**src/hdl/rdq_pkg.sv**
```systemverilog
// Shared constants, codes and types of the ring deque core.
`default_nettype none
package rdq_pkg;

  localparam int DEPTH       = 256;
  localparam int ADDR_W      = $clog2(DEPTH);
  localparam int CNT_W       = $clog2(DEPTH + 1);
  localparam int ELEM_W      = 32;
  localparam int REQ_W       = 2;
  localparam int LEN_W       = 9;
  localparam int OFF_W       = 8;
  localparam int STAT_W      = 2;
  localparam int IN_TDATA_W  = 56;
  localparam int OUT_TDATA_W = 48;

  typedef enum logic [REQ_W-1:0] {
    REQ_PUSH_BACK  = 2'd0,
    REQ_PUSH_FRONT = 2'd1,
    REQ_READ       = 2'd2,
    REQ_REMOVE     = 2'd3
  } req_e_t;

  typedef enum logic [STAT_W-1:0] {
    STAT_OK      = 2'd0,
    STAT_NO_ROOM = 2'd1,
    STAT_BAD_OFF = 2'd2
  } status_e_t;

  typedef enum logic [1:0] {
    ST_IDLE,
    ST_EXEC,
    ST_MEM
  } state_e_t;

  // Commands from the controller to the datapath.
  typedef struct packed {
    logic latch;
    logic issue_rd;
    logic fin_now;
    logic fin_mem;
  } cmd_t;

  // Status from the datapath to the controller.
  typedef struct packed {
    logic needs_mem;
    logic out_free;
  } sts_t;

endpackage
`default_nettype wire

```
**src/hdl/rdq_ctrl.sv**
```systemverilog
// Controller state machine of the ring deque core.
`default_nettype none
module rdq_ctrl (
  input  wire logic          clk,
  input  wire logic          rst_n,
  input  wire logic          in_tvalid,
  output logic               in_tready,
  input  wire rdq_pkg::sts_t sts,
  output rdq_pkg::cmd_t      cmd
);

  rdq_pkg::state_e_t state_r;
  rdq_pkg::state_e_t state_nxt;

  always_ff @(posedge clk) begin
    if (!rst_n) begin
      state_r <= rdq_pkg::ST_IDLE;
    end else begin
      state_r <= state_nxt;
    end
  end

  always_comb begin
    state_nxt = state_r;
    in_tready = 1'b0;
    cmd       = '0;
    case (state_r)
      rdq_pkg::ST_IDLE: begin
        in_tready = 1'b1;
        if (in_tvalid) begin
          cmd.latch = 1'b1;
          state_nxt = rdq_pkg::ST_EXEC;
        end
      end
      rdq_pkg::ST_EXEC: begin
        if (sts.needs_mem) begin
          cmd.issue_rd = 1'b1;
          state_nxt    = rdq_pkg::ST_MEM;
        end else if (sts.out_free) begin
          cmd.fin_now = 1'b1;
          state_nxt   = rdq_pkg::ST_IDLE;
        end
      end
      rdq_pkg::ST_MEM: begin
        if (sts.out_free) begin
          cmd.fin_mem = 1'b1;
          state_nxt   = rdq_pkg::ST_IDLE;
        end
      end
      default: begin
        state_nxt = rdq_pkg::ST_IDLE;
      end
    endcase
  end

endmodule
`default_nettype wire

```
**config.mk**
```make
export PLATFORM = sky130hd
export DESIGN_NAME = rdq_ctrl
export DESIGN_NICKNAME = d
export VERILOG_FILES = /design/src/hdl/rdq_pkg.sv /design/src/hdl/rdq_ctrl.sv
export SDC_FILE = /design/constraint.sdc
export NUM_CORES = 1
export LEC_CHECK = 0
export BUFFER_PORTS_ARGS = -buffer_cell sky130_fd_sc_hd__buf_2
export CORE_AREA = 2 2 39 41
export CTS_BUF_LIST = sky130_fd_sc_hd__clkbuf_8
export CTS_CLUSTER_SIZE = 25
export DETAILED_ROUTE_END_ITERATION = 8
export DIE_AREA = 0 0 41 43
export PLACE_DENSITY = 0.3
export SYNTH_ARGS = -nofsm -noshare
export SYNTH_HDL_FRONTEND = slang
export SYNTH_SLANG_ARGS = --single-unit
```
**constraint.sdc**
```tcl
create_clock -name clk -period 0.9 [get_ports clk]
set_input_delay 0.09 -clock clk [delete_from_list [all_inputs] [get_ports clk]]
set_output_delay 0.09 -clock clk [all_outputs]
set_load 0.03 [all_outputs]
```
==> summary.json <==
{
  "endpoint_kind": {"value": "output port"},
  "maxCapViolCount": {"value": 0},
  "grtUsageTotal": {"value": 5.611, "unit": "%"},
  "std_cell_rows": {"value": 14},
  "power.static_leakage": {"value": 0.1319, "unit": "nW"},
  "finalHoldViolCount": {"value": 0},
  "yosys.cell_types.count": {"value": 11},
  "avgViaCountPerCell": {"value": 3.381},
  "min_path_type": {"value": "primary input to register"},
  "failing_checks": {"value": "setup timing"},
  "flow.area_growth_from_synthesis": {"value": 146.5, "unit": "%"},
  "min_period_over_period": {"value": 121.2, "unit": "%"},
  "setup.reg_to_reg.worst_slack": {"value": -0.09, "unit": "ns"},
  "report.final.slew_viol_count": {"value": 0},
  "achievable-frequency": {"value": 916.4, "unit": "MHz"},
  "post_cts_hold_buffer_count": {"value": 0},
  "met2_length": {"value": 153, "unit": "um"},
  "gp_congestion": {"value": 0.6386},
  "die_y": {"value": 43, "unit": "um"},
  "clk_pin_slew_worst_paths": {"value": 0.03, "unit": "ns"},
  "cts_num_sinks": {"value": 2},
  "routed_wire_length_per_instance": {"value": 8.262, "unit": "um"},
  "multiInputGateArea": {"value": 112.6, "unit": "sq um"},
  "die_area": {"value": 1763, "unit": "sq um"},
  "clock_tree.buffer_depth": {"value": 2},
  "grt_antenna_before_repair": {"value": 0},
  "grt_max_degree": {"value": 8},
  "postLayoutSetupSlackWorst": {"value": -0.1912, "unit": "ns"},
  "chipWidth": {"value": 41, "unit": "um"},
  "totalWireLength": {"value": 347, "unit": "um"},
  "worst-r2r-cell-count": {"value": 3},
  "worst_ir_drop_vdd": {"value": 0.0007279, "unit": "V"},
  "root_buffer": {"value": "clkbuf_8"},
  "combinationalPowerShare": {"value": 19.5, "unit": "%"},
  "critPathKind": {"value": "register to output port"},
  "fin_nets": {"value": 33},
  "tritoncts.num_buffers": {"value": 3},
  "wl_met3": {"value": 25, "unit": "um"},
  "period_needed": {"value": 1.091, "unit": "ns"},
  "clock-skew-final": {"value": 0.002141, "unit": "ns"},
  "largest_register_ffs": {"value": 2},
  "worst_setup_path_start_kind": {"value": "register"},
  "clock_latency": {"value": 0.21, "unit": "ns"},
  "timing.critical_path.fanout_max": {"value": 6},
  "largest_registers": {"value": "state_r (2)"},
  "worst_setup_path_startpoint": {"value": "state_r[1]$_SDFFE_PN0P_"},
  "post_synth_inst_count": {"value": 13},
  "io_buffer_count": {"value": 9},
  "grt_setup_unrepaired": {"value": "true"},
  "num_vias": {"value": 142},
  "hold_path_end": {"value": "state_r[1]$_SDFFE_PN0P_"},
  "first_global_vias": {"value": 156},
  "drive_gt1_share": {"value": 84.62, "unit": "%"},
  "final_cell_mix": {"value": "buf_6 (5), buf_2 (4), clkbuf_8 (3)"},
  "grt_overflow": {"value": 0},
  "synth_area_leaders": {"value": "dfxtp_1 (32%), nand2b_1 (10%), and3b_2 (8.1%)"},
  "cts_tree": {"value": "built"},
  "layout.cells.most_common": {"value": "buf_6"},
  "clock_share_of_power": {"value": 62.0, "unit": "%"},
  "share_of_the_yosys_chip_area_belonging_to_registers": {"value": 32.32, "unit": "%"},
  "timing.rr.end": {"value": "state_r[1]$_SDFFE_PN0P_"},
  "detailedRoute.firstPassIterationCount": {"value": 2},
  "top_layer_used": {"value": "met4"},
  "status": {"value": "finished with violations"},
  "p_int": {"value": 0.4325, "unit": "mW"},
  "part_of_the_total_power_dissipated_in_sequential_elements": {"value": 18.6, "unit": "%"},
  "finalSetupTns": {"value": -0.7337, "unit": "ns"},
  "power_switching_share": {"value": 22.01, "unit": "%"},
  "p_total": {"value": 0.5546, "unit": "mW"},
  "syn_area": {"value": 123.9, "unit": "sq um"},
  "start_util": {"value": 8.951, "unit": "%"},
  "fillCellCount": {"value": 142},
  "seqCellArea": {"value": 47.55, "unit": "sq um"},
  "origin_of_the_critical_flop_to_flop_path": {"value": "state_r[1]$_SDFFE_PN0P_"},
  "final_antenna_net_count": {"value": 0},
  "core-area": {"value": 1384, "unit": "sq um"},
  "top_level_ports": {"value": 10},
  "post-synth-top-area-cell": {"value": "dfxtp_1"},
  "grt_pass1_wl": {"value": 607, "unit": "um"},
  "registers.top_by_ff_count": {"value": "state_r"},
  "pwr_dens": {"value": 1817, "unit": "nW/um^2"},
  "yosys_register_bits": {"value": 2},
  "diodes": {"value": 0},
  "drt_first_iter_violations": {"value": 2},
  "tightest_slew": {"value": 0.1770, "unit": "ns"},
  "setup-violations-final": {"value": 7},
  "p_switching": {"value": 0.1220, "unit": "mW"},
  "drc_errors": {"value": 0},
  "postSynthNetCount": {"value": 18},
  "cp.arrival": {"value": 1.00, "unit": "ns"},
  "syn-mean-instance-area": {"value": 9.528, "unit": "sq um"},
  "holdCritStartpoint": {"value": "rst_n"},
  "slew-limit-headroom": {"value": 88.19, "unit": "%"},
  "yosysTopAreaCellShare": {"value": 32.32, "unit": "%"},
  "h_tree_lvls": {"value": 1},
  "data_required_time_of_the_critical_path": {"value": 0.81, "unit": "ns"},
  "route.layer.met1.wl": {"value": 157, "unit": "um"},
  "warnings_synthesis": {"value": 0},
  "timing.hold.worst_path_depth": {"value": 2}
}
[cells in the mapped netlist]
library cell  instances
o21a_1                1
nor4bb_1              1
dfxtp_1               2
and3b_2               1
and3b_1               1
or3b_1                1
nand2b_1              2
nor3b_1               1
a21oi_2               1
and2_1                1
nor2_1                1
[per-stage QoR]
step                      utilization [%]  worst slack, ns  std cells  hold WS, ns  instance area, sq um
after floorplan                         -         -0.03271         13       0.2071                 157.7
after global placement              16.09         -0.04397         38       0.3203                 222.7
after detailed placement            16.09         -0.03249         38       0.3247                 222.7
after CTS                           22.06          -0.2028         42       0.1110                 305.3
after global routing                22.06          -0.2376         42       0.1297                 305.3
final                               22.06          -0.1912         42       0.1134                 305.3
[cells by family (layout without fill, tap and decap cells)]
logic type | after synthesis | count (layout) | synth area share, %
DFF | 2 | 2 | 32.32
and+or+nand+nor | 9 | 9 | 54.55
buffers and inverters | 0 | 13 | 0
AOI/OAI and AO/OA | 2 | 2 | 13.13
[metal layers]
| layer | track usage (%) | vias to the layer above |
|---|---|---|
| met1 | 6.390 | 61 |
| met2 | 6.563 | 5 |
| li1 | - | 74 |
| met5 | 0 | - |
| met3 | 1.571 | 2 |
| met4 | 8.000 | 0 |
[critical path, cell delays in order, from the launching register on]
cell and delay, ns:
dfxtp_4 0.36, nor4bb_4 0.24, buf_4 0.19
[final cells by class]
| cell class | count | area share (%) |
|---|---|---|
| multi-input combinational | 11 | 36.89 |
| tap | 16 | 6.557 |
| clock buffer | 3 | 13.52 |
| timing repair buffer | 10 | 27.46 |
| sequential | 2 | 15.57 |
[how the worst max path moves through the flow]
stage / endpoint / slack, ns
after floorplan: state_r[1]$_SDFFE_PN0P_ / -0.03
after global placement: state_r[0]$_SDFFE_PN0P_ / -0.04
after detailed placement: state_r[0]$_SDFFE_PN0P_ / -0.03
after CTS: cmd[1] / -0.20
after global routing: cmd[1] / -0.24
final: cmd[1] / -0.19
[power groups by stage]
stage	clock, mW	sequential (mW)	combinational (mW)
finish	0.344	0.103	0.108
global route	0.363	0.104	0.115
CTS	0.358	0.103	0.109
detailed placement	0	0.104	0.0856
global placement	0	0.104	0.0858
floorplan	0	0.102	0.0595
[what timing repair did]
action	in CTS	in global routing
setup buffers	1	0
resized for setup	11	0
hold endpoints to repair	0	0
pin swaps	1	1
setup endpoints to repair	6	7
No activity file was read; power rests on OpenSTA's default activity.
